==> config.mk <==
export PLATFORM = sky130hd
export DESIGN_NAME = rich_text_markup_tokenizer_core
export DESIGN_NICKNAME = d
export VERILOG_FILES = /design/src/hdl/rtmt_pkg.sv /design/src/hdl/rich_text_markup_tokenizer_core.sv /design/src/hdl/rtmt_lexer.sv /design/src/hdl/rtmt_unpack.sv
export SDC_FILE = /design/constraint.sdc
export NUM_CORES = 1
export LEC_CHECK = 0
export BUFFER_PORTS_ARGS = -buffer_cell sky130_fd_sc_hd__buf_2
export CORE_UTILIZATION = 40
export DETAILED_ROUTE_END_ITERATION = 8
export PLACE_DENSITY_LB_ADDON = 0.08
export SYNTH_ARGS = -nofsm -noshare
export SYNTH_HDL_FRONTEND = slang
export SYNTH_HIERARCHICAL = 1
export SYNTH_SLANG_ARGS = --single-unit
==> constraint.sdc <==
create_clock -name clk -period 20.9 [get_ports clk]
set_input_delay 1.045 -clock clk [delete_from_list [all_inputs] [get_ports clk]]
set_output_delay 1.045 -clock clk [all_outputs]
set_load 0.005 [all_outputs]
==> src/hdl/rtmt_pkg.sv <==
// ----------------------------------------------------------------------------
// rtmt_pkg
// Shared types and constants of the rich text markup tokenizer.
// ----------------------------------------------------------------------------
package rtmt_pkg;

  // Strings longer than this many bytes are rejected.
  localparam int MAX_STRING_LEN = 65535;
  localparam int PosW = 16;

  localparam logic [7:0] ChLt      = 8'h3C;  // '<'
  localparam logic [7:0] ChSlash   = 8'h2F;  // '/'
  localparam logic [7:0] ChGt      = 8'h3E;  // '>'
  localparam logic [7:0] ChEq      = 8'h3D;  // '='
  localparam logic [7:0] ChNewline = 8'h0A;
  localparam logic [7:0] ChTab     = 8'h09;
  localparam logic [7:0] ChSpace   = 8'h20;
  localparam logic [7:0] ChLowA    = 8'h61;  // 'a'
  localparam logic [7:0] ChLowZ    = 8'h7A;  // 'z'

  typedef enum logic [2:0] {
    KIND_END     = 3'd0,
    KIND_NEWLINE = 3'd1,
    KIND_SPACE   = 3'd2,
    KIND_WORD    = 3'd3,
    KIND_START   = 3'd4,
    KIND_ENDTAG  = 3'd5,
    KIND_ERROR   = 3'd6
  } token_kind_t;

  typedef enum logic [2:0] {
    MODE_BETWEEN = 3'd0,
    MODE_SPACE   = 3'd1,
    MODE_WORD    = 3'd2,
    MODE_OPEN    = 3'd3,
    MODE_SLASH   = 3'd4,
    MODE_NAME    = 3'd5,
    MODE_VALUE   = 3'd6,
    MODE_DEAD    = 3'd7
  } lex_mode_t;

  typedef struct packed {
    token_kind_t       kind;
    logic [PosW-1:0]   text_start;
    logic [PosW-1:0]   text_length;
    logic [PosW-1:0]   value_index;
    logic [PosW-1:0]   value_length;
  } token_t;

  localparam token_t TokenZero = '{kind: KIND_END, default: '0};

  // Up to three tokens caused by one byte, in order, plus how many are valid.
  typedef struct packed {
    logic [1:0]        count;
    token_t [2:0]      tokens;
  } bundle_t;

  localparam int TokenDataW = 3 + 4 * PosW;
  localparam int OutDataW   = ((TokenDataW + 7) / 8) * 8;

endpackage

==> src/hdl/rich_text_markup_tokenizer_core.sv <==
// ----------------------------------------------------------------------------
// rich_text_markup_tokenizer_core
// Streaming tokenizer for a small rich text markup, one byte per transaction.
// ----------------------------------------------------------------------------
// Bytes of a string arrive on the slave stream, with tlast on the final byte.
// Each byte is lexed in the cycle it is accepted: the lexer state registers
// are updated and the zero to three tokens the byte causes are captured in a
// result register, from which they leave on the master stream one per cycle
// while m_tready is high, from the cycle after the byte is accepted, with
// tlast on the last token of that byte. A byte causing at most one token is
// taken every cycle while the output keeps up; one causing two or three
// tokens holds the output until all have left, and the next byte is taken
// only in the cycle its last token leaves, as the single output port sets the
// pace. Token kinds are end, newline, space run, word, start tag (name plus
// optional value after '='), end tag and error; text is reported as start
// index and length within the string. After an error the rest of the string
// is dropped without output, and the final byte of every string returns the
// lexer to its initial state. A byte at index MAX_STRING_LEN or beyond, that
// is, a string longer than MAX_STRING_LEN bytes, produces an error token.
module rich_text_markup_tokenizer_core import rtmt_pkg::*; (
  input  logic                clk,
  input  logic                rst,
  input  logic                s_tvalid,
  output logic                s_tready,
  input  logic [7:0]          s_tdata,   // [7:0] char_byte
  input  logic                s_tlast,   // final_byte
  output logic                m_tvalid,
  input  logic                m_tready,
  // [2:0] token_kind, [18:3] text_start, [34:19] text_length,
  // [50:35] value_index, [66:51] value_length, upper bits zero.
  output logic [OutDataW-1:0] m_tdata,
  output logic                m_tlast    // last_of_run
);

  logic    accept;
  logic    in_ready;
  bundle_t bundle;
  token_t  out_token;

  assign s_tready = in_ready;
  assign accept   = s_tvalid && in_ready;

  rtmt_lexer u_lexer (
    .clk        (clk),
    .rst        (rst),
    .accept     (accept),
    .char_byte  (s_tdata),
    .final_byte (s_tlast),
    .bundle     (bundle)
  );

  // Bytes that cause no token leave the result register untouched.
  rtmt_unpack u_unpack (
    .clk       (clk),
    .rst       (rst),
    .load      (accept && (bundle.count != 2'd0)),
    .bundle    (bundle),
    .in_ready  (in_ready),
    .out_valid (m_tvalid),
    .out_ready (m_tready),
    .out_token (out_token),
    .out_last  (m_tlast)
  );

  assign m_tdata = OutDataW'({out_token.value_length, out_token.value_index,
                              out_token.text_length, out_token.text_start,
                              out_token.kind});

endmodule

==> src/hdl/rtmt_lexer.sv <==
// ----------------------------------------------------------------------------
// rtmt_lexer
// Lexer state registers and the per-byte next-state and token logic.
// ----------------------------------------------------------------------------
module rtmt_lexer import rtmt_pkg::*; (
  input  logic       clk,
  input  logic       rst,
  input  logic       accept,
  input  logic [7:0] char_byte,
  input  logic       final_byte,
  output bundle_t    bundle
);

  localparam logic [PosW:0] MaxPos = (PosW + 1)'(MAX_STRING_LEN);

  lex_mode_t       lex_mode, lex_mode_next;
  logic [PosW-1:0] byte_position, byte_position_next;
  logic [PosW-1:0] token_begin, token_begin_next;
  logic [PosW-1:0] name_length, name_length_next;
  logic [PosW-1:0] value_begin, value_begin_next;

  logic            is_blank;
  logic            is_lower;
  logic [PosW-1:0] pos_inc;

  // Effect of a byte that opens a new token.
  lex_mode_t       st_mode;
  logic [PosW-1:0] st_begin;
  logic            st_newline;

  logic [1:0]      n;

  assign is_blank = (char_byte == ChSpace) || (char_byte == ChTab);
  assign is_lower = (char_byte >= ChLowA) && (char_byte <= ChLowZ);
  assign pos_inc  = byte_position + PosW'(1);

  always_comb begin
    st_mode    = MODE_WORD;
    st_begin   = byte_position;
    st_newline = 1'b0;
    if (char_byte == ChNewline) begin
      st_mode    = MODE_BETWEEN;
      st_begin   = token_begin;
      st_newline = 1'b1;
    end else if (is_blank) begin
      st_mode  = MODE_SPACE;
      st_begin = token_begin;
    end else if (char_byte == ChLt) begin
      st_mode  = MODE_OPEN;
      st_begin = pos_inc;
    end
  end

  always_comb begin
    lex_mode_next      = lex_mode;
    byte_position_next = byte_position;
    token_begin_next   = token_begin;
    name_length_next   = name_length;
    value_begin_next   = value_begin;
    n                  = 2'd0;
    bundle.tokens      = {3{TokenZero}};

    if (lex_mode != MODE_DEAD) begin
      if ({1'b0, byte_position} >= MaxPos) begin
        bundle.tokens[n].kind = KIND_ERROR;
        n = n + 2'd1;
        lex_mode_next = MODE_DEAD;
      end else begin
        unique case (lex_mode)
          MODE_SPACE, MODE_WORD, MODE_BETWEEN: begin
            if (lex_mode == MODE_BETWEEN || (lex_mode == MODE_SPACE && !is_blank) ||
                (lex_mode == MODE_WORD && (is_blank || char_byte == ChNewline ||
                                           char_byte == ChLt))) begin
              if (lex_mode == MODE_SPACE) begin
                bundle.tokens[n].kind = KIND_SPACE;
                n = n + 2'd1;
              end else if (lex_mode == MODE_WORD) begin
                bundle.tokens[n].kind        = KIND_WORD;
                bundle.tokens[n].text_start  = token_begin;
                bundle.tokens[n].text_length = byte_position - token_begin;
                n = n + 2'd1;
              end
              if (st_newline) begin
                bundle.tokens[n].kind = KIND_NEWLINE;
                n = n + 2'd1;
              end
              lex_mode_next    = st_mode;
              token_begin_next = st_begin;
            end
          end
          MODE_OPEN, MODE_NAME: begin
            if (lex_mode == MODE_OPEN && char_byte == ChSlash) begin
              lex_mode_next = MODE_SLASH;
            end else if (is_lower) begin
              lex_mode_next = MODE_NAME;
            end else if (char_byte == ChEq) begin
              name_length_next = byte_position - token_begin;
              value_begin_next = pos_inc;
              lex_mode_next    = MODE_VALUE;
            end else if (char_byte == ChGt) begin
              bundle.tokens[n].kind        = KIND_START;
              bundle.tokens[n].text_start  = token_begin;
              bundle.tokens[n].text_length = byte_position - token_begin;
              n = n + 2'd1;
              lex_mode_next = MODE_BETWEEN;
            end else begin
              bundle.tokens[n].kind = KIND_ERROR;
              n = n + 2'd1;
              lex_mode_next = MODE_DEAD;
            end
          end
          MODE_SLASH: begin
            if (char_byte == ChGt) begin
              bundle.tokens[n].kind = KIND_ENDTAG;
              lex_mode_next = MODE_BETWEEN;
            end else begin
              bundle.tokens[n].kind = KIND_ERROR;
              lex_mode_next = MODE_DEAD;
            end
            n = n + 2'd1;
          end
          MODE_VALUE: begin
            if (char_byte == ChGt) begin
              bundle.tokens[n].kind         = KIND_START;
              bundle.tokens[n].text_start   = token_begin;
              bundle.tokens[n].text_length  = name_length;
              bundle.tokens[n].value_index  = value_begin;
              bundle.tokens[n].value_length = byte_position - value_begin;
              n = n + 2'd1;
              lex_mode_next = MODE_BETWEEN;
            end
          end
          default: begin
          end
        endcase
      end
    end

    if (final_byte) begin
      unique case (lex_mode_next)
        MODE_SPACE: begin
          bundle.tokens[n].kind = KIND_SPACE;
          n = n + 2'd1;
          bundle.tokens[n].kind = KIND_END;
          n = n + 2'd1;
        end
        MODE_WORD: begin
          bundle.tokens[n].kind        = KIND_WORD;
          bundle.tokens[n].text_start  = token_begin_next;
          bundle.tokens[n].text_length = pos_inc - token_begin_next;
          n = n + 2'd1;
          bundle.tokens[n].kind = KIND_END;
          n = n + 2'd1;
        end
        MODE_OPEN, MODE_SLASH, MODE_NAME, MODE_VALUE: begin
          bundle.tokens[n].kind = KIND_ERROR;
          n = n + 2'd1;
        end
        MODE_DEAD: begin
        end
        default: begin
          bundle.tokens[n].kind = KIND_END;
          n = n + 2'd1;
        end
      endcase
      lex_mode_next      = MODE_BETWEEN;
      byte_position_next = '0;
      token_begin_next   = '0;
      name_length_next   = '0;
      value_begin_next   = '0;
    end else if (lex_mode_next != MODE_DEAD) begin
      byte_position_next = pos_inc;
    end

    bundle.count = n;
  end

  always_ff @(posedge clk) begin
    if (rst) begin
      lex_mode      <= MODE_BETWEEN;
      byte_position <= '0;
      token_begin   <= '0;
      name_length   <= '0;
      value_begin   <= '0;
    end else if (accept) begin
      lex_mode      <= lex_mode_next;
      byte_position <= byte_position_next;
      token_begin   <= token_begin_next;
      name_length   <= name_length_next;
      value_begin   <= value_begin_next;
    end
  end

endmodule

==> src/hdl/rtmt_unpack.sv <==
// ----------------------------------------------------------------------------
// rtmt_unpack
// Result register of one byte's tokens, given out one per cycle on out_ready.
// ----------------------------------------------------------------------------
module rtmt_unpack import rtmt_pkg::*; (
  input  logic    clk,
  input  logic    rst,
  input  logic    load,
  input  bundle_t bundle,
  output logic    in_ready,
  output logic    out_valid,
  input  logic    out_ready,
  output token_t  out_token,
  output logic    out_last
);

  token_t [2:0] slots;
  logic [1:0]   count;
  logic [1:0]   ptr;
  logic         take;
  logic         done;

  assign out_valid = (count != 2'd0);
  assign out_token = slots[ptr];
  assign out_last  = (ptr == count - 2'd1);
  assign take      = out_valid && out_ready;
  assign done      = take && out_last;
  assign in_ready  = !out_valid || done;

  always_ff @(posedge clk) begin
    if (rst) begin
      count <= '0;
      ptr   <= '0;
    end else if (load) begin
      count <= bundle.count;
      ptr   <= '0;
    end else if (done) begin
      count <= '0;
      ptr   <= '0;
    end else if (take) begin
      ptr <= ptr + 2'd1;
    end
  end

  always_ff @(posedge clk) begin
    if (load) begin
      slots <= bundle.tokens;
    end
  end

endmodule
Word level (Yosys, flattened, before mapping)
Index checks and enable logic that the tools add are counted.
Widths: inputs -> output; s select.

word-level totals
  flip-flop bits (word level) = 272
  logic and storage cells = 209

operators by class
  $add $sub $neg = 9
  multiplexer cells = 108
  $lt $le $gt $ge = 10
  reduce and logical (&&, ||, !) cells = 34
  eq/ne operators = 26

operators with widths
  cell                   number
  $bwmux 201             9
  $mux 201               4
  $pmux 201 s4           1
  $demux 67 s2           5
  $mux 16                24
  $mux 67                5
  $mux 134               2
  $mux 32                6
  $bmux 67 s2            1
  $mux 64                2
  $mux 35                3
  $pmux 32 s3            1
  $pmux 32 s2            1
  $mux 3                 16
  $mux 48                1
  $sub 16x16->16         3
  $eq 8x6->1 const B     5
  $mux 34                1
  $mux 2                 16
  $pmux 3 s4             2
  $eq 3x3->1 const B     7
  $add 16x1->16 const B  1
  $eq 8x4->1 const B     2
  $ge 16x16->1 const B   1
  other kinds (24)       68

Longest topological paths before layout
  word-level depth = 26
  depth in mapped cells = 21

Cells and area by module
The synthesis kept the hierarchy.

by module, submodules not included
  module                           seq. area each (sq um)  cells an instance  times used  area an instance (sq um)
  rtmt_lexer                       1341.3                  1076               1           7818.7
  rtmt_unpack                      6115.9                  455                1           7689.9
  rich_text_markup_tokenizer_core  0.0                     8                  1           57.6

Least setup slack after synthesis
No wires, ideal clock.

  path kind = input to register
  start point = input port s_tdata[1]
  end point = register u_unpack.ptr[0]
  path buffers = 1
  stages = 15
  library setup time = 126 ps
  data arrival time = 7812 ps
  slack = 12962 ps
  cell sequence = buf_6 > nor4_4 > nand4_2 > a21oi_1 > a211oi_2 > or2_2 > a2bb2oi_2 > ha_1 > o2111ai_1 > o211ai_1 > o21ai_1 > o211a_1 > nor2_1 > nand3_1 > o31ai_2

RTL lines
  what                  line                                   text
  from (decl)           rich_text_markup_tokenizer_core.sv:25  input logic [7:0] s_tdata,
  to (signal assigned)  rtmt_unpack.sv:41                      ptr <= ptr + 2'd1;
  to (decl)             rtmt_unpack.sv:19                      logic [1:0] ptr;

==> flow_metrics.env <==
export IMPL_hold_viol=0
export IMPL_skew_ns=0.0187
export IMPL_gp_congestion=0.876
export IMPL_cts_tree="yes"
export IMPL_synth_edf_count=201
export IMPL_syn_mean_instance_area_um2=10.1
export IMPL_die_w_um=199
export IMPL_ys_ff_latch=272
export IMPL_areaGrowthSynthToFinish_pct=9.04
export IMPL_yosysWarnings=6
export IMPL_cpMostUsedCell="a21oi_1"
export IMPL_cts_root_buffer="clkbuf_16"
export IMPL_worstPathArrival_ns=5.95
export IMPL_routed_wirelength_um=38500
export IMPL_worst_pin_slew_ns=1.06
export IMPL_synth_fa_ha_area_frac=0.0489
export IMPL_crit_family="compound AO/OA/AOI/OAI gates"
export IMPL_drt_first_pass_iters=5
export IMPL_min_path_cells=2
export IMPL_max_stage_delay_ns=0.57
export IMPL_p_seq_frac=0.499
export IMPL_reg2reg_depth=19
export IMPL_drive_gt1_frac=0.130
export IMPL_drt_antenna_violating_nets=0
export IMPL_crit_required_ns=21.18
export IMPL_utilization=0.446
export IMPL_io_buffers=82
export IMPL_power_density_nw_per_um2=73.3
export IMPL_cp_depth=19
export IMPL_grt_usage=0.196
export IMPL_postSynth_asyncResetShare=0
export IMPL_clock_sinks=272
export IMPL_maxCapViolations=0
export IMPL_crit_fanout=20
export IMPL_core_um2=38000
export IMPL_start_kind="flop"
export IMPL_fin_crit_ns=5.68
export IMPL_switching_power_uw=296
export IMPL_outcome="finished, final reports clean"
export IMPL_path_clk_slew_ns=0.06
export IMPL_fmax_mhz=176
export IMPL_clock_latency_ns=0.57
export IMPL_hold_class="flop to flop"
export IMPL_max_slew_margin_rel=0.294
export IMPL_synth_area_um2=15600
export IMPL_grt_antenna_before_repair=0
export IMPL_critPathSlowestCell="dfxtp_1"
export IMPL_die_area_um2=39700
export IMPL_overflow=0
export IMPL_syn_inst=1539
export IMPL_netlist_area_leader_share=0.388
export IMPL_synth_xor_area_frac=0.0420
export IMPL_drc=0
export IMPL_placed_cells_incl_taps=2052
export IMPL_layout_worst_path_cycle_share=0.272
export IMPL_cts_hold_buf=0
export IMPL_synth_top_family_by_area="compound AO/OA/AOI/OAI gates"
export IMPL_grt_max_degree=73
export IMPL_post_drt_via_cell_ratio=5.16
export IMPL_worst_setup_path_type="flop to flop"
export IMPL_ys_seq_area_frac=0.479
export IMPL_p_leak_uw=0.00589
export IMPL_postCtsSetupBuffers=0
export IMPL_whs_ns=0.456
export IMPL_cts_resized_gates=0
export IMPL_drtIter0Drc=668
export IMPL_slew_violations=0
export IMPL_synthMuxAreaShare=0.0623
export IMPL_cp_end_kind="flop"
export IMPL_wl_per_cell_um=18.3
export IMPL_pwr_share_comb=0.084
export IMPL_finalSetupTns_ns=0
export IMPL_diodes=0
export IMPL_clk_path_buf_depth=3
export IMPL_synth_main_ff_cell="edfxtp_1"
export IMPL_instances_no_fill=2109
export IMPL_switching_share=0.238
export IMPL_grt_pass1_wl_um=60000
export IMPL_synth_simple_gate_area_frac=0.143
export IMPL_ios=88
export IMPL_p_total_uw=1240
export IMPL_crit_chain="ha_1 > nand3_2 > nor3_4 > and3_1 > nor2_1 > o21ai_4 > buf_4 > nor2_1 > a21oi_1 > ha_1 > a21oi_1 > nand2_1 > o21ai_0 > a31oi_1 > a21o_1 > a21oi_1 > o21ai_0 > xnor2_2 > o221ai_1"
export IMPL_clock_power_share=0.417
export IMPL_cts_buffers=31
export IMPL_synth_largest_area_cell="edfxtp_1"
export IMPL_synth_compound_area_share=0.148
export IMPL_crit_buf_inv=1
export IMPL_power_internal_uw=949
export IMPL_setup_viol=0
export IMPL_rsz0062_at_grt="no"
export IMPL_htree_levels=1
export IMPL_synthTopCellsByArea="edfxtp_1 (39%), dfxtp_1 (9.1%), nor2_1 (5.1%), ha_1 (4.5%), mux2i_1 (4.5%)"
export IMPL_rows=71
export IMPL_grt_pass1_vias=10600
export IMPL_peakVddDrop_v=0.0000514
export IMPL_synth_distinct_cells=93
export IMPL_detailed_place_hpwl_um=26500
export IMPL_dr_total_vias=10900
export IMPL_r2r_slack_ns=15.22
export IMPL_nNetsFinal=1646
export IMPL_die_h_um=199
export IMPL_start_util=0.409
==> worst min-delay path, delay by kind of cell, from the launching register on <==
| family | cells | cell delay [ns] |
|---|---|---|
| DFF | 1 | 0.31 |
| and+or+nand+nor | 1 | 0.05 |
| AOI/OAI and AO/OA | 1 | 0.05 |
==> cells by family (layout without fill, tap and decap cells) <==
logic type	count (synthesis)	in the layout
xor+xnor	73	73
other cells	2	69
buf+inv	213	205
simple gates	480	480
mux	84	84
fa+ha+maj	59	59
compound gates	356	356
flops	272	272
==> cell type report <==
class	count	area, µm²
Inverter	57	214
Timing Repair Buffer	91	480
Clock inverter	12	96.3
Sequential cell	272	7460
Multi-Input combinational cell	1121	7200
Clock buffer	45	878
Tap cell	511	639
Fill cell	3712	21000
==> metal layers <==
| layer | GRT usage | vias to the layer above | share of wire | wire (µm) |
|---|---|---|---|---|
| met3 | 0.0177 | 41 | 0.025 | 963 |
| met1 | 0.260 | 5244 | 0.46 | 17700 |
| met5 | 0 | - | 0 | 0 |
| li1 | - | 5414 | - | - |
| met2 | 0.341 | 181 | 0.50 | 19100 |
| met4 | 0.0516 | 0 | 0.018 | 687 |
==> stage by stage <==
step                      area (µm²)  worst slack [ns]
after floorplan                15800             12.96
after global placement         16000             15.31
after detailed placement       16000             15.24
after CTS                      17000             15.24
after global routing           17000             14.72
final                          17000             15.22
==> power by group through the flow <==
stage	Sequential (µW)	Clock (µW)	Combinational (µW)
after global routing	624	554	116
after detailed placement	633	0	105
after floorplan	635	0	80.9
after CTS	622	536	106
after global placement	633	0	105
final	622	519	104
==> cell usage after synthesis, types with 3 or more instances <==
cell type,n
mux2i_4,9
nor3_1,20
o221ai_1,3
nand4_1,6
xor2_1,31
o22ai_1,10
buf_2,27
a22oi_1,49
and3_1,8
o21ai_0,43
mux2i_1,70
nor2_1,213
inv_1,55
dfxtp_1,71
a21o_1,13
edfxtp_1,201
nand2_1,136
o211ai_1,6
a211oi_1,15
o31ai_1,3
a21oi_2,4
and2_1,8
or2_2,5
o21ai_1,72
nor2b_1,14
nand3_2,3
buf_6,3
nor2_2,4
o21a_1,10
a31oi_1,9
nand3_1,18
buf_4,87
o21ai_2,3
nand2b_1,19
fa_1,3
a21oi_1,76
clkbuf_1,35
mux2i_2,4
ha_1,56
o21bai_1,3
xnor2_1,40
a2bb2oi_1,7
==> registers in the layout, summed over array words and instances, names as in the netlist <==
signal / flops
u_unpack/count: 2
u_lexer/byte_position: 16
u_lexer/value_begin: 16
u_unpack/slots: 201
u_lexer/token_begin: 16
u_lexer/name_length: 16
u_unpack/ptr: 2
u_lexer/lex_mode: 3
==> worst paths after layout <==
| path | startpoint | endpoint |
|---|---|---|
| worst max register to register | u_lexer/byte_position[1] | u_unpack/slots[47] |
| worst max-delay path | u_lexer/byte_position[1] | u_unpack/slots[47] |
| worst min register to register | u_lexer/name_length[9] | u_lexer/name_length[9] |
| worst min-delay path | u_lexer/name_length[9] | u_lexer/name_length[9] |
==> layout by cell type (no fill, tap or decap), types with 6 or more instances in the layout <==
master     netlist  final
conb_1           2     69
a22oi_1         49     49
nand3_1         18     16
xnor2_1         40     40
o211ai_1         6      6
edfxtp_1       201    201
and2_1           8      8
o22ai_1         10     10
a31oi_1          9      9
a21o_1          13     13
o21ai_1         72     72
nor2_1         213    212
and3_1           8      8
buf_2           27     81
nor3_1          20     20
mux2i_1         70     70
xor2_1          31     31
mux2i_4          9      9
clkinv_2         0      6
nor2b_1         14     14
inv_1           55     55
a2bb2oi_1        7      7
o21ai_0         43     43
a21oi_1         76     76
a211oi_1        15     15
nand2_1        136    136
o21a_1          10     10
dfxtp_1         71     69
buf_4           87     10
nand2b_1        19     19
clkbuf_1        35      9
clkbuf_16        0     31
nand4_1          6      6
ha_1            56     56
Note: power is estimated with default switching activity, not from simulation.
